$ cat config.mk
export PLATFORM = sky130hd
export DESIGN_NAME = ils_cell
export DESIGN_NICKNAME = d
export VERILOG_FILES = /design/src/rtl/ils_pkg.sv /design/src/rtl/ils_cell.sv
export SDC_FILE = /design/constraint.sdc
export NUM_CORES = 1
export LEC_CHECK = 0
export BUFFER_PORTS_ARGS = -buffer_cell sky130_fd_sc_hd__buf_2
export CAP_MARGIN = 0
export CORE_MARGIN = 1
export CORE_UTILIZATION = 42
export CTS_CLUSTER_SIZE = 30
export DETAILED_ROUTE_END_ITERATION = 10
export PLACE_DENSITY = 0.81
export SLEW_MARGIN = 20
export SYNTH_ARGS = -nofsm -noshare
export SYNTH_HDL_FRONTEND = slang
export SYNTH_SLANG_ARGS = --single-unit
$ cat constraint.sdc
create_clock -name clk_i -period 6.5 [get_ports clk_i]
set_clock_uncertainty 0.1 [all_clocks]
set_input_delay 1.3 -clock clk_i [delete_from_list [all_inputs] [get_ports clk_i]]
set_output_delay 1.3 -clock clk_i [all_outputs]
set_load 0.005 [all_outputs]
$ cat src/rtl/ils_pkg.sv
// Package for the indexed list store: request/response types, codes and cell commands.
package ils_pkg;

  typedef enum logic [2:0] {
    OP_READ      = 3'd0,
    OP_INSERT    = 3'd1,
    OP_OVERWRITE = 3'd2,
    OP_REMOVE    = 3'd3,
    OP_SEARCH    = 3'd4,
    OP_SORT      = 3'd5
  } opcode_e;

  typedef enum logic [1:0] {
    ST_OK        = 2'd0,
    ST_BAD_INDEX = 2'd1,
    ST_OVERFLOW  = 2'd2,
    ST_NOT_FOUND = 2'd3
  } status_e;

  typedef enum logic [2:0] {
    CELL_HOLD,
    CELL_WRITE,
    CELL_INSERT,
    CELL_REMOVE,
    CELL_SORT,
    CELL_PROBE
  } cell_op_e;

  typedef enum logic {
    FSM_IDLE,
    FSM_RUN
  } fsm_e;

  // Broadcast command from the sequencer to every cell.
  typedef struct packed {
    cell_op_e op;
    logic     search;  // probe matches on value instead of on position
    logic     parity;  // which pairs compare-swap in this sort step
  } cell_cmd_t;

  typedef struct packed {
    logic [2:0]         opcode;
    logic [5:0]         position;
    logic signed [31:0] operand_value;
  } in_req_t;

  typedef struct packed {
    logic signed [31:0] read_value;
    logic [5:0]         found_position;
    logic [1:0]         status;
    logic [6:0]         entry_count;
  } out_rsp_t;

endpackage

$ cat src/rtl/ils_cell.sv
// One list cell: holds a single entry and one stage of the probe chain.
module ils_cell #(
  parameter int DEPTH       = 64,
  parameter int VALUE_WIDTH = 32,
  parameter int INDEX       = 0,
  localparam int CNT_W      = $clog2(DEPTH + 1),
  localparam int CW         = (CNT_W > 7) ? CNT_W : 7,
  localparam int IDX_W      = (DEPTH > 1) ? $clog2(DEPTH) : 1
) (
  input  logic                   clk_i,
  input  logic                   rst_ni,
  input  ils_pkg::cell_cmd_t     cmd_i,
  input  logic [CW-1:0]          pos_i,
  input  logic [CW-1:0]          count_i,
  input  logic [VALUE_WIDTH-1:0] wr_val_i,
  input  logic [VALUE_WIDTH-1:0] left_val_i,
  input  logic [VALUE_WIDTH-1:0] right_val_i,
  output logic [VALUE_WIDTH-1:0] val_o,
  input  logic                   left_hit_i,
  input  logic [VALUE_WIDTH-1:0] left_pval_i,
  input  logic [IDX_W-1:0]       left_pidx_i,
  output logic                   hit_o,
  output logic [VALUE_WIDTH-1:0] pval_o,
  output logic [IDX_W-1:0]       pidx_o
);
  import ils_pkg::*;

  localparam logic [CW-1:0]    ME       = CW'(INDEX);
  localparam logic [CW-1:0]    ME_NEXT  = CW'(INDEX + 1);
  localparam logic [IDX_W-1:0] ME_IDX   = IDX_W'(INDEX);
  localparam bit               HAS_LEFT = (INDEX > 0);

  logic [VALUE_WIDTH-1:0] val_q, val_d;
  logic                   hit_q, hit_d;
  logic [VALUE_WIDTH-1:0] pval_q, pval_d;
  logic [IDX_W-1:0]       pidx_q, pidx_d;
  logic                   gt_right, gt_left, match;

  assign gt_right = $signed(val_q) > $signed(right_val_i);
  assign gt_left  = $signed(left_val_i) > $signed(val_q);

  always_comb begin
    val_d = val_q;
    unique case (cmd_i.op)
      CELL_WRITE: begin
        if (ME == pos_i) val_d = wr_val_i;
      end
      CELL_INSERT: begin
        if (ME == pos_i) begin
          val_d = wr_val_i;
        end else if (HAS_LEFT && ME > pos_i && ME <= count_i) begin
          val_d = left_val_i;
        end
      end
      CELL_REMOVE: begin
        if (ME >= pos_i && ME_NEXT < count_i) val_d = right_val_i;
      end
      CELL_SORT: begin
        // Lower member of an active pair takes the smaller value, upper the larger.
        if (ME[0] == cmd_i.parity) begin
          if (ME_NEXT < count_i && gt_right) val_d = right_val_i;
        end else begin
          if (HAS_LEFT && ME < count_i && gt_left) val_d = left_val_i;
        end
      end
      default: val_d = val_q;
    endcase
  end

  // Probe chain: an earlier hit passes through, otherwise offer this entry.
  assign match = (ME < count_i) &&
                 (cmd_i.search ? (val_q == wr_val_i) : (ME == pos_i));

  always_comb begin
    if (HAS_LEFT && left_hit_i) begin
      hit_d  = 1'b1;
      pval_d = left_pval_i;
      pidx_d = left_pidx_i;
    end else begin
      hit_d  = match;
      pval_d = val_q;
      pidx_d = ME_IDX;
    end
  end

  always_ff @(posedge clk_i) begin
    val_q  <= val_d;
    pval_q <= pval_d;
    pidx_q <= pidx_d;
  end

  always_ff @(posedge clk_i or negedge rst_ni) begin
    if (!rst_ni) begin
      hit_q <= 1'b0;
    end else begin
      hit_q <= hit_d;
    end
  end

  assign val_o  = val_q;
  assign hit_o  = hit_q;
  assign pval_o = pval_q;
  assign pidx_o = pidx_q;

endmodule

==> impl_metrics.ini, run 1 <==
[status]
outcome = complete, no violations

[power_and_ir_drop]
p_leak_nw = 2.088
powerDensity_nw_per_um2 = 210.3
swShare_pct = 23.88
p_seq_share_pct = 48.3
switching_power_w = 0.0002210
p_int_w = 0.0007043
combPwrFrac_pct = 13.3
ir_worst_vdd_v = 0.0001520
p_clk_share_pct = 38.4

[die]
start_util_pct = 43.07
rows = 32
die_y_microns = 90.79
die_w_microns = 90.79
coreArea_sq_um = 7687
die_area_sq_um = 8242
io_pins = 227

[final_layout]
diodes = 0
area.growth.synth_to_final_pct = 32.92
nFillCells = 688
finalNonFillerCells = 548
nets = 629
final_util_pct = 57.24
drive_above_1_share_pct = 45.29

[timing]
worstMarginPinSlew_ns = 0.5713
setup_tns_ns = 0
finalSetupViolations = 0
hold_viol_final = 0
rsz0062_at_grt = no
period_share_pct = 56.25
setup_ws_ns = 2.844
max_slew_margin_pct = 61.77
fmax_mhz = 273.5
slew_viol_final = 0
fin_hold_ws_ns = 0.3429
min_period_ns = 3.656

[yosys]
yosysUniqueCellTypes = 34
ys_ff_latch = 65
seq_area_frac_synth_pct = 49.13
synth_edf_count = 32
synth.avg_cell_area_sq_um = 11.70
synth_cells = 283
synth-main-ff-cell = edfxtp_1
synth_area_sq_um = 3311
async_reset_ff_share_pct = 1.538
yosys_warnings = 0

[routing]
final_antenna_net_count = 0
via_per_inst = 4.887
wl_per_cell_microns = 15.06
drc = 0
wirelength_mm = 8.253
via_count = 2678
drt-initial-drc-count = 116
drt-pass1-iter-count = 4

[clock_network]
path_clk_slew_ns = 0.08
numClockSinks = 65
clk_path_buf_depth = 2
cts_setup_buffers = 0
htreeDepth = 3
numCtsBuffers = 9
post_cts_resized = 0
cts_hold_buf = 0
cts_tree = built
clk_latency_ns = 0.34
cts_root_buffer = clkbuf_8

[global_route]
grt_antenna_before_repair = 0
grt_max_degree = 33
gr-total-overflow = 0
grt_pass1_wl_mm = 12.72
grt_pass1_vias = 2587
grt_usage_pct = 20.44

[place]
port_buffers = 149
post-place-ws_ns = 2.481
placed_cells_incl_taps = 531
hpwlAfterDp_mm = 6.511
routabilityCongestion = 0.7890

[worst_setup_path]
required_ns = 6.38
path_max_fanout = 32
start_kind = primary input
criticalPathCategory = in2reg
crit_path_end_kind = register
worstPathArrival_ns = 3.53

[run]
cap_violations = 0

[worst_hold_path]
min_path_type = reg2reg
[final timing paths]
path                                  from         to  slack (ns)  cells after the start
max in group asynchronous           rst_ni      hit_o        5.58                      1
min                               val_o[2]  pval_o[2]        0.34                      0
min reg2reg                       val_o[2]  pval_o[2]        0.34                      0
max                        right_val_i[14]  val_o[17]        2.84                     10
min in group asynchronous           rst_ni      hit_o        0.63                      1
max reg2reg                      val_o[14]  val_o[17]        3.45                      8
[critical path: stages]
cell	delay, ns
buf_2	0.09
inv_1	0.04
ha_1	0.32
nand4_1	0.16
nor4_1	0.52
a21boi_1	0.23
o31a_1	0.19
nor4_1	0.07
nor3b_2	0.15
buf_4	0.44
[state kept, by name, indices dropped and copies added, names as in the netlist]
name	flops
hit_o	1
val_o	32
pval_o	32
[cells in the mapped netlist (all sizes together), types with 2 or more instances]
| master | count | share of area [%] |
|---|---|---|
| buf | 9 | 1.8 |
| nor3 | 2 | 0.30 |
| o22ai | 2 | 0.38 |
| nor2 | 7 | 0.79 |
| o21ai | 6 | 1.0 |
| nor4 | 9 | 1.7 |
| edfxtp | 32 | 29 |
| ha | 32 | 12 |
| xor2 | 15 | 4.0 |
| a221oi | 2 | 0.53 |
| a21oi | 11 | 1.8 |
| nand3 | 4 | 0.60 |
| xnor2 | 17 | 4.5 |
| nand2 | 12 | 1.4 |
| a21o | 3 | 0.68 |
| mux2 | 32 | 11 |
| and4 | 5 | 1.3 |
| dfxtp | 32 | 19 |
| nand4 | 7 | 1.3 |
| inv | 34 | 3.9 |
[power by group through the flow]
stage	clock network [W]	logic [W]	registers, W
detailed placement	0	0.000121	0.000456
global route	0.000381	0.000137	0.000448
CTS	0.000365	0.000122	0.000447
floorplan	0	0.0000656	0.000457
global placement	0	0.000117	0.000455
finish	0.000356	0.000123	0.000447
[metrics by stage]
step            power, W  cell area (sq um)
3_5_place_dp   0.0005770               4167
3_3_place_gp   0.0005723               4167
5_1_grt        0.0009659               4400
4_1_cts        0.0009332               4373
6_report       0.0009253               4400
2_1_floorplan  0.0005222               3329
[area by class of cell]
type                       count  area (sq um)  area share [%]
clock buffer                  12         155.1           3.526
clock inverter                 4         51.30           1.166
inverter                      34         127.6           2.900
multi-input combinational    180          1531           34.80
sequential                    65          1627           36.96
tap                          102         127.6           2.900
timing repair buffer         151         780.7           17.74
[layer usage]
layer  vias to the layer above  part of all wire, %  track usage [%]
met5                         -                    0                0
met3                        17                  7.5            5.303
met2                       117                   47            33.08
met4                         0                  2.3            9.127
li1                       1309                    -                -
met1                      1235                   43            25.61
[kinds of logic (layout without fill, tap and decap cells)]
family / count (synthesis) / count (layout) / share of synthesized area [%]
adders and majority gates: 32 / 32 / 12.09
AOI/OAI and AO/OA: 30 / 30 / 5.821
and+or+nand+nor: 48 / 48 / 7.823
xor gates and xnor gates: 32 / 32 / 8.466
muxes: 32 / 32 / 10.88
other: 1 / 6 / 0.1133
buffers and inverters: 43 / 201 / 5.669
DFF: 65 / 65 / 49.13
[cell usage in the layout (no fill, tap or decap), types with 2 or more instances in the layout]
master / n
nor4_1: 9
a21o_1: 3
nand2_1: 12
xnor2_1: 17
edfxtp_1: 32
nand4_1: 7
a21oi_1: 10
a221oi_1: 2
inv_1: 34
ha_1: 32
conb_1: 6
mux2_2: 32
nor3_1: 2
nand3_1: 4
dfxtp_1: 32
nor2_1: 7
and4_1: 5
o22ai_1: 2
clkbuf_8: 11
xor2_1: 15
buf_2: 149
o21ai_0: 3
Power figures use the tool's default switching activity.
==> inputs of run 2 (changes only) <==
ABC_AREA = 1   (was unset)
CORE_UTILIZATION = 43   (was 42)
clock period = 3.6 ns   (was 6.5 ns; I/O delays follow)
==> run 2 against run 1 <==
  * Power up 100%
  * Final area is 3.2% higher
  * Sequential share of layout area down 1.2 points
  * Combinational power increased to 2.8 times the previous value
  * Core utilization is 0.63 points higher
  * Sequential cell count is the same
  * Global-route usage rose by 0.34 points
==> impl_metrics.ini, run 2 <==
[worst_hold_path]
min_path_type = in2async

[timing]
fmax_mhz = 360.0
setup_ws_ns = 0.8224
slew_viol_final = 0
setup_tns_ns = 0
period_share_pct = 77.15
finalSetupViolations = 0
min_period_ns = 2.778
hold_viol_final = 0
rsz0062_at_grt = no

[yosys]
seq_area_frac_synth_pct = 46.07
synth_top_area_cell = edfxtp_1
ys_ff_latch = 65
synth.most_common_cell = nand2_1
synth-simple-area-share_pct = 15.77
synth_area_sq_um = 3531
synth_top_family_by_area = simple AND/OR/NAND/NOR gates
synth_top_cells_by_count = nand2_1, inv_1, nor2_1
synth_mux_area_share_pct = 0.4252
synth-compound-area-share_pct = 12.23
async_reset_ff_share_pct = 1.538
synth_edf_count = 32
ys_top_cells_by_area = edfxtp_1, dfxtp_1, ha_1
yosys_warnings = 0
synth-main-ff-cell = edfxtp_1
synth_top_area_share_pct = 27.21
synthAdderAreaFrac_pct = 11.34
synth.avg_cell_area_sq_um = 8.984
yosysUniqueCellTypes = 33
synth_cells = 393
synth_xor_area_share_pct = 3.969

[clock_network]
numClockSinks = 65
cts_hold_buf = 0
htreeDepth = 3
clk_path_buf_depth = 2
numCtsBuffers = 9
cts_setup_buffers = 0
cts_root_buffer = clkbuf_8
post_cts_resized = 0
path_clk_slew_ns = 0.07
cts_tree = built
clk_latency_ns = 0.34

[global_route]
grt_usage_pct = 20.79
grt_antenna_before_repair = 0
grt_pass1_wl_mm = 13.49
gr-total-overflow = 0
grt_pass1_vias = 2849
grt_max_degree = 26

[power_and_ir_drop]
p_leak_nw = 2.309
ir_worst_vdd_v = 0.0001794
powerDensity_nw_per_um2 = 407.9

[routing]
final_antenna_net_count = 0
via_per_inst = 4.794
drt-pass1-iter-count = 4
wl_per_cell_microns = 13.51
drt-initial-drc-count = 94
wirelength_mm = 8.847
via_count = 3140
drc = 0

[final_layout]
multi_input_area_sq_um = 1578
area.growth.synth_to_final_pct = 28.63
diodes = 0
final_common_cell = buf_2
nets = 736
nFillCells = 741
drive_above_1_share_pct = 34.54
register_area_sq_um = 1627
layout_common_cells = buf_2, nand2_1, inv_1

[worst_setup_path]
criticalPathCategory = in2reg
critPathBufInv = 3
r2r_slack_ns = 0.88
required_ns = 3.54
r2r-start = val_o[13]
cpPeakStageDelay_ns = 0.43
slowest_stage = a21oi_4
reg2reg_depth = 11
rr_endpoint = val_o[22]
crit_top_cell = nand2_1
path_max_fanout = 21
worstPathArrival_ns = 2.71
cp_cell_sequence = buf_2, inv_1, ha_1, a21oi_1, o21ai_0, a21oi_1, nand2_1, nand2_1, nand2_1, nand2_1, nand3_1, a21oi_4, buf_12
start_kind = primary input
crit_path_end_kind = register
path_delay_family = compound AO/OA/AOI/OAI gates

[die]
die_w_microns = 92.62
die_area_sq_um = 8578
coreArea_sq_um = 7848
io_pins = 227
rows = 32
die_y_microns = 92.62
start_util_pct = 44.99

[place]
post-place-ws_ns = 0.4735
port_buffers = 149
hpwlAfterDp_mm = 7.068
routabilityCongestion = 0.8696

[status]
outcome = complete, no violations

[run]
cap_violations = 0
-- run 2: final cells by class --
| type | count | share of cell area, % |
|---|---|---|
| flip-flops and latches | 65 | 35.81 |
| multi-input cells | 258 | 34.74 |
| repair buffers | 152 | 17.19 |
| inverters | 62 | 5.124 |
| clock buffers | 11 | 3.113 |
| well taps | 102 | 2.810 |
| clock inverters | 5 | 1.212 |
-- run 2: per-layer routing --
layer	share of wire, %	GRT usage, %	vias up
li1	-	-	1589
met1	45	27.26	1391
met2	46	32.84	147
met3	7.0	4.926	13
met4	2.2	8.718	0
met5	0	0	-
-- run 2: logic make-up after synthesis --
logic type / count (synthesis)
AOI/OAI and AO/OA: 69
xor gates and xnor gates: 16
adders and majority gates: 32
buffers and inverters: 75
DFF: 65
muxes: 1
other: 1
and+or+nand+nor: 134
-- run 2: metrics by stage --
step / instance area (sq um) / instances / hold slack (ns) / util (%) / total power, W
CTS: 4542 / 655 / 0.03125 / 57.88 / 0.001868
finish: 4542 / 655 / 0.04291 / 57.88 / 0.001853
floorplan: 3553 / 398 / 0.3174 / - / 0.001090
global placement: 4345 / 639 / 0.3187 / 55.37 / 0.001229
detailed placement: 4345 / 639 / 0.3342 / 55.37 / 0.001243
global route: 4542 / 655 / 0.02270 / 57.88 / 0.001950
-- run 2: power by group --
part / internal (W) / switching [W]
clock: 0.000337 / 0.000291
sequential: 0.000840 / 0.0000380
combinational: 0.000158 / 0.000190
-- run 2: worst register-to-register path: cells and delay by family, from the launching register on --
kind / cells / cell delay (ns)
compound gates: 4 / 0.90
simple gates: 5 / 0.40
fa+ha+maj: 1 / 0.32
flops: 1 / 0.44
buf+inv: 1 / 0.25
-- run 2: how the worst max path moves through the flow --
| stage | slack, ns | cells after the start | to | startpoint |
|---|---|---|---|---|
| 2_1_floorplan | 0.42 | 10 | val_o[0] | right_val_i[31] |
| 3_3_place_gp | 0.52 | 13 | val_o[10] | right_val_i[13] |
| 3_5_place_dp | 0.47 | 13 | val_o[15] | right_val_i[13] |
| 4_1_cts | 0.83 | 13 | val_o[22] | right_val_i[13] |
| 5_1_grt | 0.63 | 13 | val_o[9] | right_val_i[13] |
| 6_report | 0.82 | 13 | val_o[22] | right_val_i[13] |
==> inputs of run 3 (changes only) <==
ABC_AREA = 0   (was 1)
CORE_UTILIZATION = 42   (was 43)
clock period = 2.6 ns   (was 3.6 ns; I/O delays follow)
==> run 3 against run 2 <==
  * The flow now finishes with violations (negative setup slack)
  * Die area down 3.9%
  * Clock power rose by 61%
  * Combinational power is 3% higher
  * Register-to-register slack worse by 0.95 ns
  * Count of clock-buffer cells in the layout rose by 1
  * Power grew 34%
  * Critical path type is now reg2reg
  * Critical endpoint is now val_o[8]
  * Highest routed layer unchanged
==> impl_metrics.ini, run 3 (same netlist as run 1, synthesis figures left out) <==
[status]
outcome = finished, violations left
violations = negative setup slack

[worst_setup_path]
worstPathArrival_ns = 2.64
crit_path_end_kind = register
rr_endpoint = val_o[8]
criticalPathCategory = reg2reg
reg2reg_depth = 9
r2r-start = val_o[11]
start_kind = register
required_ns = 2.57
path_max_fanout = 7
crit_start = val_o[11]
r2r_slack_ns = -0.07

[clock_network]
numClockSinks = 65
htreeDepth = 3
numCtsBuffers = 9
clk_latency_ns = 0.35
path_clk_slew_ns = 0.08
clk_path_buf_depth = 2
cts_tree = built
cts_root_buffer = clkbuf_8

[final_layout]
area.growth.synth_to_final_pct = 47.01
layout_common_cells = buf_2, mux2_2, dfxtp_1, edfxtp_1, buf_4
nets = 658
diodes = 0
finalNonFillerCells = 577
drive_above_1_share_pct = 53.47
final_common_cell = buf_2

[timing]
fin_hold_ws_ns = 0.2891
worstMarginPinSlew_ns = 0.6553
slew_viol_final = 0
rsz0062_at_grt = yes
fmax_mhz = 374.6
period_share_pct = 102.7
max_slew_margin_pct = 56.15
hold_viol_final = 0
finalSetupViolations = 32
setup_ws_ns = -0.06925
min_period_ns = 2.669

[routing]
wl_met1_mm = 3.774
via_count = 2853
drt-pass1-iter-count = 5
wirelength_mm = 8.918
routed.top_layer = met4
wl_per_cell_microns = 15.46
drc = 0
drt-initial-drc-count = 96
via_per_inst = 4.945
route.met3.wl_microns = 723
final_antenna_net_count = 0
wl_met2_mm = 4.278

[die]
coreArea_sq_um = 7687
die_y_microns = 90.79
rows = 32
die_w_microns = 90.79
die_area_sq_um = 8242
start_util_pct = 43.07
io_pins = 227

[power_and_ir_drop]
p_leak_nw = 2.261
combPwrFrac_pct = 14.4
switching_power_w = 0.0005929
p_int_w = 0.001893
swShare_pct = 23.85
p_seq_share_pct = 44.8
p_clk_share_pct = 40.8
powerDensity_nw_per_um2 = 510.7
ir_worst_vdd_v = 0.0002739

[global_route]
grt_usage_pct = 22.55
gr-total-overflow = 0
grt_pass1_vias = 2959
grt_max_degree = 33
grt_pass1_wl_mm = 14.17
grt_antenna_before_repair = 1

[place]
placed_cells_incl_taps = 553
port_buffers = 149
routabilityCongestion = 0.8029
post-place-ws_ns = -0.2736
hpwlAfterDp_mm = 6.756

[worst_hold_path]
hp-start = count_i[0]
hold_path_depth = 2
min_path_type = in2reg
hold_end = hit_o

[run]
cap_violations = 0
[run 3: cell count changes in the layout (fill, tap and decap cells not counted), moves of 15 or more]
cell     delta
mux2_2     +32
o21ai_0    -15
nand2_1    -57
a21oi_2    -15
nor2_1     -35
inv_1      -36
buf_4      +23
[run 3: worst max-delay path by stage]
stage	endpoint	slack [ns]
finish	val_o[8]	-0.07
global route	val_o[8]	-0.21
CTS	val_o[7]	-0.04
detailed placement	val_o[26]	-0.27
global placement	val_o[25]	-0.21
floorplan	val_o[0]	-0.41
[run 3: repair_timing]
action / in CTS / in global routing
endpoints found under the setup margin: 32 / 32
setup buffers: 4 / 1
resized for setup: 5 / 1
endpoints found under the hold margin: 1 / 0
pin swaps: 0 / 2
hold buffers: 1 / 0
cloned: 1 / 1
[run 3: critical path, cell delays in order, from the launching register on]
cell	delay (ns)
edfxtp_1	0.43
ha_4	0.31
nand4_1	0.18
nor4_4	0.34
a21boi_2	0.21
o31a_1	0.19
nor4_2	0.07
nor3b_4	0.24
buf_6	0.16
clkbuf_16	0.15
[run 3: cell type report]
type                    count  area (sq um)
fillers                   649          2820
inverters                  34         127.6
well taps                 102         127.6
flip-flops and latches     65          1627
clock inverters             4         73.82
clock buffers              12         156.4
multi-input cells         180          1700
repair buffers            180          1055
[run 3: per-layer routing]
layer,vias to the layer above,track usage (%)
met5,-,0
met4,0,8.069
met3,13,6.145
met2,128,38.89
met1,1342,26.85
li1,1370,-
[run 3: metrics by stage]
stage               util [%]  TNS (ns)  area (sq um)  power (W)
global placement       58.59    -6.568          4504   0.001460
finish                 63.31    -1.498          4867   0.002486
CTS                    62.74   -0.9001          4823   0.002500
global route           63.31    -6.307          4867   0.002581
floorplan                  -    -13.10          3482   0.001319
detailed placement     58.59    -8.594          4504   0.001474
[run 3: power groups by stage]
stage | Combinational, W | Sequential, W | Clock, W
after floorplan | 0.000177 | 0.00114 | 0
after global placement | 0.000324 | 0.00114 | 0
after CTS | 0.000351 | 0.00111 | 0.00103
after detailed placement | 0.000337 | 0.00114 | 0
final | 0.000357 | 0.00111 | 0.00101
after global routing | 0.000394 | 0.00112 | 0.00107
