===== src/rtl/ils_pkg.sv =====
// Package for the indexed list store: request/response types, codes and cell commands.
package ils_pkg;

  typedef enum logic [2:0] {
    OP_READ      = 3'd0,
    OP_INSERT    = 3'd1,
    OP_OVERWRITE = 3'd2,
    OP_REMOVE    = 3'd3,
    OP_SEARCH    = 3'd4,
    OP_SORT      = 3'd5
  } opcode_e;

  typedef enum logic [1:0] {
    ST_OK        = 2'd0,
    ST_BAD_INDEX = 2'd1,
    ST_OVERFLOW  = 2'd2,
    ST_NOT_FOUND = 2'd3
  } status_e;

  typedef enum logic [2:0] {
    CELL_HOLD,
    CELL_WRITE,
    CELL_INSERT,
    CELL_REMOVE,
    CELL_SORT,
    CELL_PROBE
  } cell_op_e;

  typedef enum logic {
    FSM_IDLE,
    FSM_RUN
  } fsm_e;

  // Broadcast command from the sequencer to every cell.
  typedef struct packed {
    cell_op_e op;
    logic     search;  // probe matches on value instead of on position
    logic     parity;  // which pairs compare-swap in this sort step
  } cell_cmd_t;

  typedef struct packed {
    logic [2:0]         opcode;
    logic [5:0]         position;
    logic signed [31:0] operand_value;
  } in_req_t;

  typedef struct packed {
    logic signed [31:0] read_value;
    logic [5:0]         found_position;
    logic [1:0]         status;
    logic [6:0]         entry_count;
  } out_rsp_t;

endpackage


===== src/rtl/ils_ctrl.sv =====
// Sequencer for the list store: handshakes, capacity, entry count, cell commands.
module ils_ctrl #(
  parameter int DEPTH       = 64,
  parameter int VALUE_WIDTH = 32,
  localparam int CNT_W      = $clog2(DEPTH + 1),
  localparam int CW         = (CNT_W > 7) ? CNT_W : 7,
  localparam int IDX_W      = (DEPTH > 1) ? $clog2(DEPTH) : 1
) (
  input  logic                   clk_i,
  input  logic                   rst_ni,
  input  logic                   cfg_we_i,
  input  logic [6:0]             cfg_wdata_i,
  input  logic                   in_valid_i,
  input  ils_pkg::in_req_t       in_req_i,
  output logic                   in_stall_o,
  output logic                   out_valid_o,
  output ils_pkg::out_rsp_t      out_rsp_o,
  input  logic                   out_stall_i,
  output ils_pkg::cell_cmd_t     cmd_o,
  output logic [CW-1:0]          pos_o,
  output logic [CW-1:0]          count_o,
  output logic [VALUE_WIDTH-1:0] wr_val_o,
  input  logic                   probe_hit_i,
  input  logic [VALUE_WIDTH-1:0] probe_val_i,
  input  logic [IDX_W-1:0]       probe_idx_i
);
  import ils_pkg::*;

  localparam logic [CNT_W-1:0] LONG_STEPS  = CNT_W'(DEPTH);
  localparam logic [CNT_W-1:0] SHORT_STEPS = CNT_W'(1);

  fsm_e             state_q, state_d;
  logic [CNT_W-1:0] step_q, step_d;
  logic [CNT_W-1:0] count_q, count_d;
  logic [6:0]       cap_q;
  in_req_t          req_q;
  status_e          status_q, status_new;
  out_rsp_t         rsp_q, rsp_new;
  logic             out_valid_q, out_valid_d;
  logic             accept, load_rsp, slot_free, last_step;
  logic [CNT_W-1:0] limit;
  logic [CW-1:0]    in_pos_w, cnt_w, cap_w, eff_cap;

  assign cnt_w    = CW'(count_q);
  assign in_pos_w = CW'(in_req_i.position);
  assign cap_w    = CW'(cap_q);
  assign eff_cap  = (cap_w > CW'(DEPTH)) ? CW'(DEPTH) : cap_w;

  // Check the request against the list as it stands when taken.
  always_comb begin
    status_new = ST_OK;
    unique case (in_req_i.opcode)
      OP_READ, OP_OVERWRITE, OP_REMOVE: begin
        if (!(in_pos_w < cnt_w)) status_new = ST_BAD_INDEX;
      end
      OP_INSERT: begin
        if (cnt_w >= eff_cap)      status_new = ST_OVERFLOW;
        else if (in_pos_w > cnt_w) status_new = ST_BAD_INDEX;
      end
      default: status_new = ST_OK;
    endcase
  end

  always_comb begin
    unique case (req_q.opcode)
      OP_READ, OP_SEARCH, OP_SORT: limit = LONG_STEPS;
      default:                     limit = SHORT_STEPS;
    endcase
  end

  assign accept    = (state_q == FSM_IDLE) && in_valid_i;
  assign last_step = (step_q == limit);
  assign slot_free = !out_valid_q || !out_stall_i;

  // Cell command and sequencing.
  always_comb begin
    state_d     = state_q;
    step_d      = step_q;
    count_d     = count_q;
    load_rsp    = 1'b0;
    cmd_o.op    = CELL_HOLD;
    cmd_o.search = (req_q.opcode == OP_SEARCH);
    cmd_o.parity = step_q[0];
    unique case (state_q)
      FSM_IDLE: begin
        if (accept) begin
          state_d = FSM_RUN;
          step_d  = '0;
        end
      end
      FSM_RUN: begin
        if (!last_step) begin
          step_d = step_q + CNT_W'(1);
          unique case (req_q.opcode)
            OP_READ, OP_SEARCH: cmd_o.op = CELL_PROBE;
            OP_SORT:            cmd_o.op = CELL_SORT;
            OP_INSERT: begin
              if (status_q == ST_OK) begin
                cmd_o.op = CELL_INSERT;
                count_d  = count_q + CNT_W'(1);
              end
            end
            OP_OVERWRITE: begin
              if (status_q == ST_OK) cmd_o.op = CELL_WRITE;
            end
            OP_REMOVE: begin
              if (status_q == ST_OK) begin
                cmd_o.op = CELL_REMOVE;
                count_d  = count_q - CNT_W'(1);
              end
            end
            default: cmd_o.op = CELL_HOLD;
          endcase
        end else if (slot_free) begin
          load_rsp = 1'b1;
          state_d  = FSM_IDLE;
        end
      end
      default: state_d = FSM_IDLE;
    endcase
  end

  always_comb begin
    rsp_new.read_value     = '0;
    rsp_new.found_position = '0;
    rsp_new.status         = status_q;
    rsp_new.entry_count    = 7'(count_q);
    if (req_q.opcode == OP_READ && status_q == ST_OK) begin
      rsp_new.read_value = 32'(probe_val_i);
    end
    if (req_q.opcode == OP_SEARCH) begin
      if (probe_hit_i) begin
        rsp_new.status         = ST_OK;
        rsp_new.found_position = 6'(probe_idx_i);
      end else begin
        rsp_new.status = ST_NOT_FOUND;
      end
    end
  end

  always_comb begin
    out_valid_d = out_valid_q;
    if (load_rsp)                        out_valid_d = 1'b1;
    else if (out_valid_q && !out_stall_i) out_valid_d = 1'b0;
  end

  always_ff @(posedge clk_i or negedge rst_ni) begin
    if (!rst_ni) begin
      state_q     <= FSM_IDLE;
      step_q      <= '0;
      count_q     <= '0;
      cap_q       <= 7'd64;
      out_valid_q <= 1'b0;
    end else begin
      state_q     <= state_d;
      step_q      <= step_d;
      count_q     <= count_d;
      out_valid_q <= out_valid_d;
      if (cfg_we_i) cap_q <= cfg_wdata_i;
    end
  end

  always_ff @(posedge clk_i) begin
    if (accept) begin
      req_q    <= in_req_i;
      status_q <= status_new;
    end
    if (load_rsp) rsp_q <= rsp_new;
  end

  assign in_stall_o  = (state_q != FSM_IDLE);
  assign out_valid_o = out_valid_q;
  assign out_rsp_o   = rsp_q;
  assign pos_o       = CW'(req_q.position);
  assign count_o     = CW'(count_q);
  assign wr_val_o    = VALUE_WIDTH'(req_q.operand_value);

endmodule


===== config.mk =====
export PLATFORM = sky130hd
export DESIGN_NAME = ils_ctrl
export DESIGN_NICKNAME = d
export VERILOG_FILES = /design/src/rtl/ils_pkg.sv /design/src/rtl/ils_ctrl.sv
export SDC_FILE = /design/constraint.sdc
export NUM_CORES = 1
export LEC_CHECK = 0
export BUFFER_PORTS_ARGS = -buffer_cell sky130_fd_sc_hd__clkbuf_2
export CAP_MARGIN = 25
export CORE_MARGIN = 5
export CORE_UTILIZATION = 35
export DETAILED_ROUTE_END_ITERATION = 10
export SLEW_MARGIN = 20
export SYNTH_ARGS = -nofsm -noshare
export SYNTH_HDL_FRONTEND = slang
export SYNTH_SLANG_ARGS = --single-unit

===== constraint.sdc =====
create_clock -name clk_i -period 8.2 [get_ports clk_i]
set_input_delay 1.23 -clock clk_i [delete_from_list [all_inputs] [get_ports clk_i]]
set_output_delay 1.23 -clock clk_i [all_outputs]
set_load 0.1 [all_outputs]

==> results.py, run 1 <==
metrics = {
    "critical_path": {
        "crit_slowest_cell": "or4b_4",
        "end_kind": "output pin",
        "path_class": "reg -> out",
        "crit_buf_inv": 2,
        "crit_family": "simple AND/OR/NAND/NOR gates",
        "arrival_ns": 2.58,
        "worstPathMaxFanout": 11,
        "path_cells": "nor2b_1 -> or4b_4 -> a21oi_2 -> nand4b_1 -> inv_1 -> clkbuf_2",
        "critPathMaxStageDelay_ns": 0.49,
        "cp_data_required_time_ns": 6.97,
        "setup.worst_path.start_class": "flip-flop",
    },
    "global_route": {
        "gr-usage-all-layers_pct": 13.8,
        "grt_overflow": 0,
        "grt_pass1_vias": 3311,
        "grt_pass1_wl_um": 17400,
        "antenna_found_initial": 0,
        "grt_max_degree": 45,
    },
    "floorplan": {
        "initial_core_util_pct": 35.6,
        "die_x_um": 129,
        "core-area_um2": 13900,
        "dieArea_um2": 16600,
        "die_height_um": 129,
        "rows": 43,
        "boundaryPins": 192,
    },
    "timing": {
        "tns_ns": 0,
        "fin_crit_sh_pct": 46.5,
        "tightest_slew_ns": 0.927,
        "final.setup_skew_ns": 0.00542,
        "setup_viol": 0,
        "maxSlewViolCount": 0,
        "rsz0062_at_grt": "no",
        "period_needed_ns": 3.81,
        "finalWorstSetupSlack_ns": 4.39,
        "max-slew-margin-rel_pct": 38.2,
        "finalHoldViolations": 0,
        "fmax_mhz": 262,
    },
    "final_layout": {
        "n_antenna_cell": 0,
        "final_cell_mix": "clkbuf_2 (190), edfxtp_1 (90), and3_1 (33)",
        "drive_above_1_share_pct": 44.6,
        "fin_util_pct": 45.4,
        "layout.cells.most_common": "clkbuf_2",
        "area_delta_synth_final_pct": 27.4,
        "layout.nets": 626,
        "nFillCells": 1299,
    },
    "synth": {
        "synthCells": 360,
        "synthArstFlopShare_pct": 20.4,
        "yosysSeqAreaShare_pct": 66.3,
        "ys.flop_type": "edfxtp_1",
        "synth_enable_flop_cells": 90,
        "synth_cell_types": 43,
        "ys_warn_count": 0,
        "synthesis.area_um2": 4940,
        "avgSynthCellArea_um2": 13.7,
        "syn_nets": 472,
        "synth_seq_cells": 113,
    },
    "clock_network": {
        "clkSinkCount": 113,
        "cts_tree": "yes",
        "cts_root_buf": "clkbuf_16",
        "htreeDepth": 4,
        "cts_max_path_buffers": 2,
        "post_cts_resized": 0,
        "cts_setup_buffers": 0,
        "cts_made_buffers": 17,
        "clk_latency_ns": 0.40,
        "hold_buffers": 0,
        "clk_pin_slew_ns": 0.05,
    },
    "route": {
        "wl_um": 11200,
        "postRouteAntennaNets": 0,
        "drtPass1Iterations": 4,
        "vias_per_cell": 4.54,
        "drt_iter0_drc": 223,
        "route.vias.total": 3204,
        "detail_route.wl_per_cell_um": 15.8,
        "drc": 0,
    },
    "placed_design": {
        "portBuffers": 190,
        "place_congestion": 0.833,
        "pre_cts_ws_ns": 4.82,
        "post-dp-hpwl_um": 8590,
    },
    "power": {
        "irDropWorstVdd_mv": 0.147,
        "total_leakage_power_uw": 0.00288,
        "powerDensity_nw_per_um2": 357,
    },
    "outcome": {
        "status": "complete, no violations",
    },
    "min_path": {
        "min_path_type": "reg -> reg",
    },
    "run": {
        "cap_viol_max_count": 0,
    },
}
==> layer usage <==
layer  vias up  GRT usage, %  wire [µm]
met1      1515          16.1       4410
met4         0          5.93        247
met3        19          4.90        889
met5         -             0          0
li1       1555             -          -
met2       115          22.9       5610
==> through the flow <==
step | power [µW] | std cells | hold slack [ns] | instance area [µm²]
final | 2250 | 705 | 0.508 | 6300
after detailed placement | 1590 | 675 | 0.503 | 5750
after CTS | 2280 | 705 | 0.516 | 6300
after global routing | 2370 | 705 | 0.543 | 6300
after floorplan | 1480 | 360 | 0.473 | 4940
after global placement | 1570 | 675 | 0.497 | 5750
==> worst paths after layout <==
kind / cells after the start / startpoint / slack, ns / endpoint
worst min register to register: 1 / cap_q[5] / 0.51 / cap_q[5]
max in group asynchronous: 1 / rst_ni / 6.98 / count_o[2]
worst max-delay path: 6 / req_q[38] / 4.39 / cmd_o[3]
worst max register to register: 6 / req_q[38] / 5.61 / out_rsp_o[24]
min in group asynchronous: 1 / rst_ni / 0.82 / step_q[4]
worst min-delay path: 1 / cap_q[5] / 0.51 / cap_q[5]
==> state kept, by name, indices dropped and copies added, names as in the netlist <==
name	flops
cap_q	7
count_o	7
in_stall_o	1
out_rsp_o	47
out_valid_o	1
pos_o	6
req_q	3
status_q	2
step_q	7
wr_val_o	32
==> power by group <==
group	internal [µW]	total [µW]	switching, µW	leakage, µW
clock network	436	677	240	0.000263
logic	159	782	623	0.00152
registers	718	792	73.9	0.00110
total	1310	2250	937	0.00288
==> cells by family after synthesis <==
logic type               after synthesis  share of synthesized area (%)
AO/OA/AOI/OAI                         36                           4.78
flip-flops                           113                           66.3
AND/OR/NAND/NOR                      102                           11.3
buffers and inverters                 74                           9.44
other                                  1                         0.0759
adder cells (fa/ha/maj)               20                           5.21
multiplexers                           8                           1.80
XOR/XNOR                               6                           1.06
==> area by class of cell <==
class / count / area (µm²) / area share [%]
clock buffer: 17 / 425 / 6.75
tap: 180 / 225 / 3.57
multi-input combinational: 173 / 1210 / 19.3
inverter: 16 / 60.1 / 0.953
sequential: 113 / 3280 / 52.1
clock inverter: 13 / 123 / 1.95
timing repair buffer: 193 / 973 / 15.5
==> synth_stat cells (4+ instances only) <==
library cell | n | area [µm²]
o21ai_0 | 10 | 50.1
buf_4 | 48 | 360
mux2_2 | 7 | 78.8
and2_1 | 8 | 50.1
clkbuf_1 | 8 | 30.0
a21o_1 | 6 | 45.0
ha_1 | 19 | 238
nand3_1 | 9 | 45.0
nor3_1 | 4 | 20.0
and3_1 | 33 | 206
nor2_1 | 12 | 45.0
nand2_1 | 19 | 71.3
nor2b_1 | 5 | 31.3
a21oi_1 | 7 | 35.0
dfrtp_1 | 22 | 551
inv_1 | 16 | 60.1
edfxtp_1 | 90 | 2700
==> worst register-to-register path, delay by kind of cell (launching register included) <==
| kind | cells | cell delay [ns] |
|---|---|---|
| flip-flops | 1 | 0.41 |
| buffers and inverters | 1 | 0.52 |
| AO/OA/AOI/OAI | 2 | 0.45 |
| AND/OR/NAND/NOR | 3 | 0.81 |
No activity file was read; power rests on OpenSTA's default activity.
==> run 2: changes to the inputs <==
==> constraint.sdc (replaced) <==
create_clock -name clk_i -period 3.32 [get_ports clk_i]
set_input_delay 0.498 -clock clk_i [delete_from_list [all_inputs] [get_ports clk_i]]
set_output_delay 0.498 -clock clk_i [all_outputs]
set_load 0.1 [all_outputs]
==> results.py, run 2 (same netlist as run 1, synthesis figures left out) <==
metrics = {
    "final_layout": {
        "layout.cells.non_filler": 707,
        "largest_register_ff_count": 47,
        "final_cell_mix": "clkbuf_2 (189), edfxtp_1 (90), and3_1 (33)",
        "area_delta_synth_final_pct": 28.8,
        "layout.cells.most_common": "clkbuf_2",
        "layout.nets": 626,
        "multi_input_area_um2": 1230,
        "drive_above_1_share_pct": 44.8,
        "nFillCells": 1256,
        "n_antenna_cell": 0,
        "ff_latch_area_um2": 3280,
    },
    "clock_network": {
        "cts_max_path_buffers": 2,
        "clk_latency_ns": 0.41,
        "cts_root_buf": "clkbuf_16",
        "clkSinkCount": 113,
        "clk_pin_slew_ns": 0.06,
        "hold_buffers": 0,
        "htreeDepth": 4,
        "cts_tree": "yes",
        "cts_setup_buffers": 0,
        "post_cts_resized": 0,
        "cts_made_buffers": 17,
    },
    "min_path": {
        "min_path_type": "in -> async",
    },
    "route": {
        "route.vias.total": 3285,
        "wl_um": 11400,
        "vias_per_cell": 4.65,
        "drtPass1Iterations": 4,
        "postRouteAntennaNets": 0,
        "drc": 0,
        "detail_route.wl_per_cell_um": 16.2,
        "drt_iter0_drc": 161,
    },
    "floorplan": {
        "initial_core_util_pct": 35.6,
        "core-area_um2": 13900,
        "die_height_um": 129,
        "boundaryPins": 192,
        "die_x_um": 129,
        "dieArea_um2": 16600,
        "rows": 43,
    },
    "timing": {
        "holdWs_ns": 0.102,
        "max-slew-margin-rel_pct": 38.6,
        "rsz0062_at_grt": "no",
        "tightest_slew_ns": 0.921,
        "setup_viol": 0,
        "tns_ns": 0,
        "period_needed_ns": 2.99,
        "final.setup_skew_ns": 0.0142,
        "maxSlewViolCount": 0,
        "finalHoldViolations": 0,
        "fmax_mhz": 334,
        "fin_crit_sh_pct": 90.2,
    },
    "critical_path": {
        "reg2regPathDepth": 10,
        "cp_data_required_time_ns": 2.82,
        "arrival_ns": 2.50,
        "setup.worst_path.start_class": "flip-flop",
        "path_cells": "nor2b_1 -> or4b_4 -> a21oi_2 -> or2b_2 -> nor3_2 -> clkbuf_2",
        "path_class": "reg -> out",
        "worstPathMaxFanout": 16,
        "reg2reg_to": "count_o[6]",
        "regToRegStartpoint": "req_q[40]",
        "critPathMaxStageDelay_ns": 0.49,
        "crit_slowest_cell": "clkbuf_2",
        "r2r_slack_ns": 0.73,
        "end_kind": "output pin",
    },
    "run": {
        "cap_viol_max_count": 0,
    },
    "power": {
        "powerDensity_nw_per_um2": 900,
        "p_seq_share_pct": 34.1,
        "p_comb_share_pct": 33.8,
        "finalPower_uw": 5730,
        "irDropWorstVdd_mv": 0.296,
        "net-switching-power_uw": 2330,
        "internal_power_uw": 3410,
        "clkPwrFrac_pct": 32.1,
        "total_leakage_power_uw": 0.00291,
        "switching_share_pct": 40.6,
    },
    "outcome": {
        "status": "complete, no violations",
    },
    "placed_design": {
        "place_congestion": 0.772,
        "post-dp-hpwl_um": 8660,
        "portBuffers": 190,
        "dp.cells": 675,
    },
    "global_route": {
        "grt_max_degree": 49,
        "gr-usage-all-layers_pct": 13.9,
        "grt_overflow": 0,
        "grt_pass1_vias": 3365,
        "antenna_found_initial": 0,
        "grt_pass1_wl_um": 17400,
    },
}
run 2: cell count changes in the layout (fill, tap and decap cells not counted), sizes merged:
| cell | delta |
|---|---|
| bufinv | +2 |
| buf | +1 |
| clkinvlp | -1 |
run 2: critical path, delay by kind of cell (launching register included):
family	cells	cell delay, ns
flip-flops	1	0.46
AO/OA/AOI/OAI	1	0.06
AND/OR/NAND/NOR	4	1.08
buffers and inverters	1	0.49
run 2: worst max-delay path by stage:
stage | start | to | slack (ns)
CTS | req_q[40] | cmd_o[3] | 0.08
global route | req_q[40] | cmd_o[4] | 0.19
finish | req_q[40] | cmd_o[4] | 0.33
floorplan | in_stall_o | cmd_o[4] | 0.04
detailed placement | req_q[40] | cmd_o[3] | 0.52
global placement | req_q[40] | cmd_o[3] | 0.65
run 2: cell type report:
type                            count  area share (%)
Sequential cell                   113            51.5
Inverter                           16           0.943
Timing Repair Buffer              193            15.3
Clock inverter                     14            2.67
Clock buffer                       18            6.74
Tap cell                          180            3.54
Multi-Input combinational cell    173            19.3
run 2: routing by layer:
layer | wire (µm) | GRT usage, % | vias up
met4 | 200 | 5.93 | 0
met5 | 0 | 0 | -
met1 | 4360 | 15.4 | 1590
li1 | - | - | 1566
met3 | 913 | 4.40 | 15
met2 | 5960 | 24.5 | 114
run 2: power by group through the flow:
stage          Sequential (µW)  Combinational [µW]  Clock (µW)
2_1_floorplan             2330                1330           0
3_5_place_dp              1980                1950           0
6_report                  1960                1940        1840
5_1_grt                   1980                2060        1940
4_1_cts                   1960                1960        1880
3_3_place_gp              1980                1930           0
run 2: per-stage QoR:
stage | util, % | setup slack [ns] | cell area, µm²
after global placement | 41.5 | 0.650 | 5760
after CTS | 45.8 | 0.0790 | 6360
after floorplan | - | 0.0355 | 4950
final | 45.9 | 0.326 | 6370
after global routing | 45.9 | 0.195 | 6370
after detailed placement | 41.5 | 0.524 | 5760
==> run 3: changes to the inputs <==
--- a/config.mk
+++ b/config.mk
@@ -8,8 +8,9 @@
 export BUFFER_PORTS_ARGS = -buffer_cell sky130_fd_sc_hd__clkbuf_2
 export CAP_MARGIN = 25
 export CORE_MARGIN = 5
-export CORE_UTILIZATION = 35
+export CORE_UTILIZATION = 44
 export DETAILED_ROUTE_END_ITERATION = 10
+export PLACE_DENSITY = 0.76
 export SLEW_MARGIN = 20
 export SYNTH_ARGS = -nofsm -noshare
 export SYNTH_HDL_FRONTEND = slang
==> results.py, run 3 (same netlist as run 1, synthesis figures left out) <==
metrics = {
    "critical_path": {
        "setup.worst_path.start_class": "flip-flop",
        "path_cells": "nor2b_1 -> or4b_4 -> a21oi_2 -> nand4b_1 -> inv_1 -> clkbuf_2",
        "reg2regPathDepth": 10,
        "path_class": "reg -> out",
        "worstPathMaxFanout": 11,
        "cp_data_required_time_ns": 2.82,
        "critPathMaxStageDelay_ns": 0.50,
        "reg2reg_to": "count_o[6]",
        "arrival_ns": 2.58,
        "end_kind": "output pin",
        "r2r_slack_ns": 0.78,
        "regToRegStartpoint": "req_q[40]",
        "crit_slowest_cell": "or4b_4",
    },
    "global_route": {
        "grt_overflow": 0,
        "top_usage_layer": "met2",
        "global_route.usage.met3_pct": 4.33,
        "grtUsageMet1_pct": 18.9,
        "grt_pass1_vias": 3402,
        "antenna_found_initial": 0,
        "grt_max_degree": 45,
        "gr-usage-all-layers_pct": 16.8,
        "met2_usage_pct": 29.7,
        "grt_pass1_wl_um": 17000,
    },
    "final_layout": {
        "final_area_um2": 6400,
        "fin_util_pct": 58.5,
        "layout.cells.non_filler": 668,
        "multi_input_area_um2": 1220,
        "nFillCells": 887,
        "drive_above_1_share_pct": 45.1,
        "area_delta_synth_final_pct": 29.4,
        "final_cell_mix": "clkbuf_2 (190), edfxtp_1 (90), and3_1 (33)",
        "layout.nets": 627,
        "largest_register_ff_count": 47,
        "layout.cells.most_common": "clkbuf_2",
        "ff_latch_area_um2": 3280,
        "n_antenna_cell": 0,
    },
    "clock_network": {
        "cts_made_buffers": 17,
        "clkSinkCount": 113,
        "clk_pin_slew_ns": 0.05,
        "clk_latency_ns": 0.40,
        "post_cts_resized": 0,
        "cts_tree": "yes",
        "hold_buffers": 0,
        "cts_setup_buffers": 0,
        "htreeDepth": 4,
        "cts_root_buf": "clkbuf_16",
        "cts_max_path_buffers": 2,
    },
    "route": {
        "detail_route.wl_per_cell_um": 17.1,
        "route.vias.total": 3253,
        "drtPass1Iterations": 4,
        "vias_per_cell": 4.87,
        "wl_um": 11400,
        "drc": 0,
        "postRouteAntennaNets": 0,
        "drt_iter0_drc": 211,
    },
    "power": {
        "irDropWorstVdd_mv": 0.382,
        "net-switching-power_uw": 2330,
        "p_seq_share_pct": 33.2,
        "internal_power_uw": 3580,
        "switching_share_pct": 39.4,
        "p_comb_share_pct": 33.2,
        "total_leakage_power_uw": 0.00295,
        "powerDensity_nw_per_um2": 923,
        "clkPwrFrac_pct": 33.6,
    },
    "min_path": {
        "min_path_type": "in -> async",
    },
    "timing": {
        "holdWs_ns": 0.0999,
        "tns_ns": 0,
        "tightest_slew_ns": 0.608,
        "rsz0062_at_grt": "no",
        "finalHoldViolations": 0,
        "fin_crit_sh_pct": 92.8,
        "maxSlewViolCount": 0,
        "setup_viol": 0,
        "max-slew-margin-rel_pct": 59.5,
        "final.setup_skew_ns": 0.00858,
        "period_needed_ns": 3.08,
        "fmax_mhz": 325,
    },
    "floorplan": {
        "die_height_um": 116,
        "rows": 38,
        "boundaryPins": 192,
        "dieArea_um2": 13500,
        "initial_core_util_pct": 45.2,
        "die_x_um": 116,
        "core-area_um2": 10900,
    },
    "outcome": {
        "status": "complete, no violations",
    },
    "placed_design": {
        "post-dp-hpwl_um": 8670,
        "portBuffers": 190,
        "dp.cells": 635,
        "place_congestion": 0.782,
        "placed_area_um2": 5720,
    },
    "run": {
        "cap_viol_max_count": 0,
    },
}
## run 3: cell type report
| cell class | count | area share, % |
|---|---|---|
| Sequential cell | 113 | 51.3 |
| Multi-Input combinational cell | 173 | 19.1 |
| Timing Repair Buffer | 194 | 15.8 |
| Clock buffer | 19 | 6.77 |
| Clock inverter | 13 | 3.36 |
| Tap cell | 140 | 2.74 |
| Inverter | 16 | 0.939 |
## run 3: layer usage
layer	vias up	share of wire, %
met3	10	7.3
met2	124	53
met1	1550	38
met4	0	1.6
met5	-	0
li1	1569	-
## run 3: stage by stage
stage	setup WS [ns]	power [µW]
2_1_floorplan	0.0355	3660
3_3_place_gp	0.750	3880
3_5_place_dp	0.688	3950
4_1_cts	0.245	5950
5_1_grt	0.0556	6160
6_report	0.239	5900
## run 3: worst max-delay path by stage
| stage | start | endpoint |
|---|---|---|
| finish | req_q[38] | cmd_o[3] |
| global route | req_q[40] | cmd_o[3] |
| global placement | req_q[38] | cmd_o[3] |
| floorplan | in_stall_o | cmd_o[4] |
| detailed placement | req_q[38] | cmd_o[3] |
| CTS | req_q[38] | cmd_o[3] |
## run 3: critical path: cells and delay by family (launching register included)
kind / cells / cell delay, ns
AOI/OAI and AO/OA: 1 / 0.18
buffers and inverters: 2 / 0.52
DFF: 1 / 0.41
and+or+nand+nor: 3 / 1.07
## run 3: power groups by stage
stage	sequential (µW)	combinational (µW)	clock [µW]
finish	1960	1960	1980
global route	1980	2080	2100
CTS	1960	1960	2030
detailed placement	1990	1960	0
global placement	1970	1910	0
floorplan	2330	1330	0
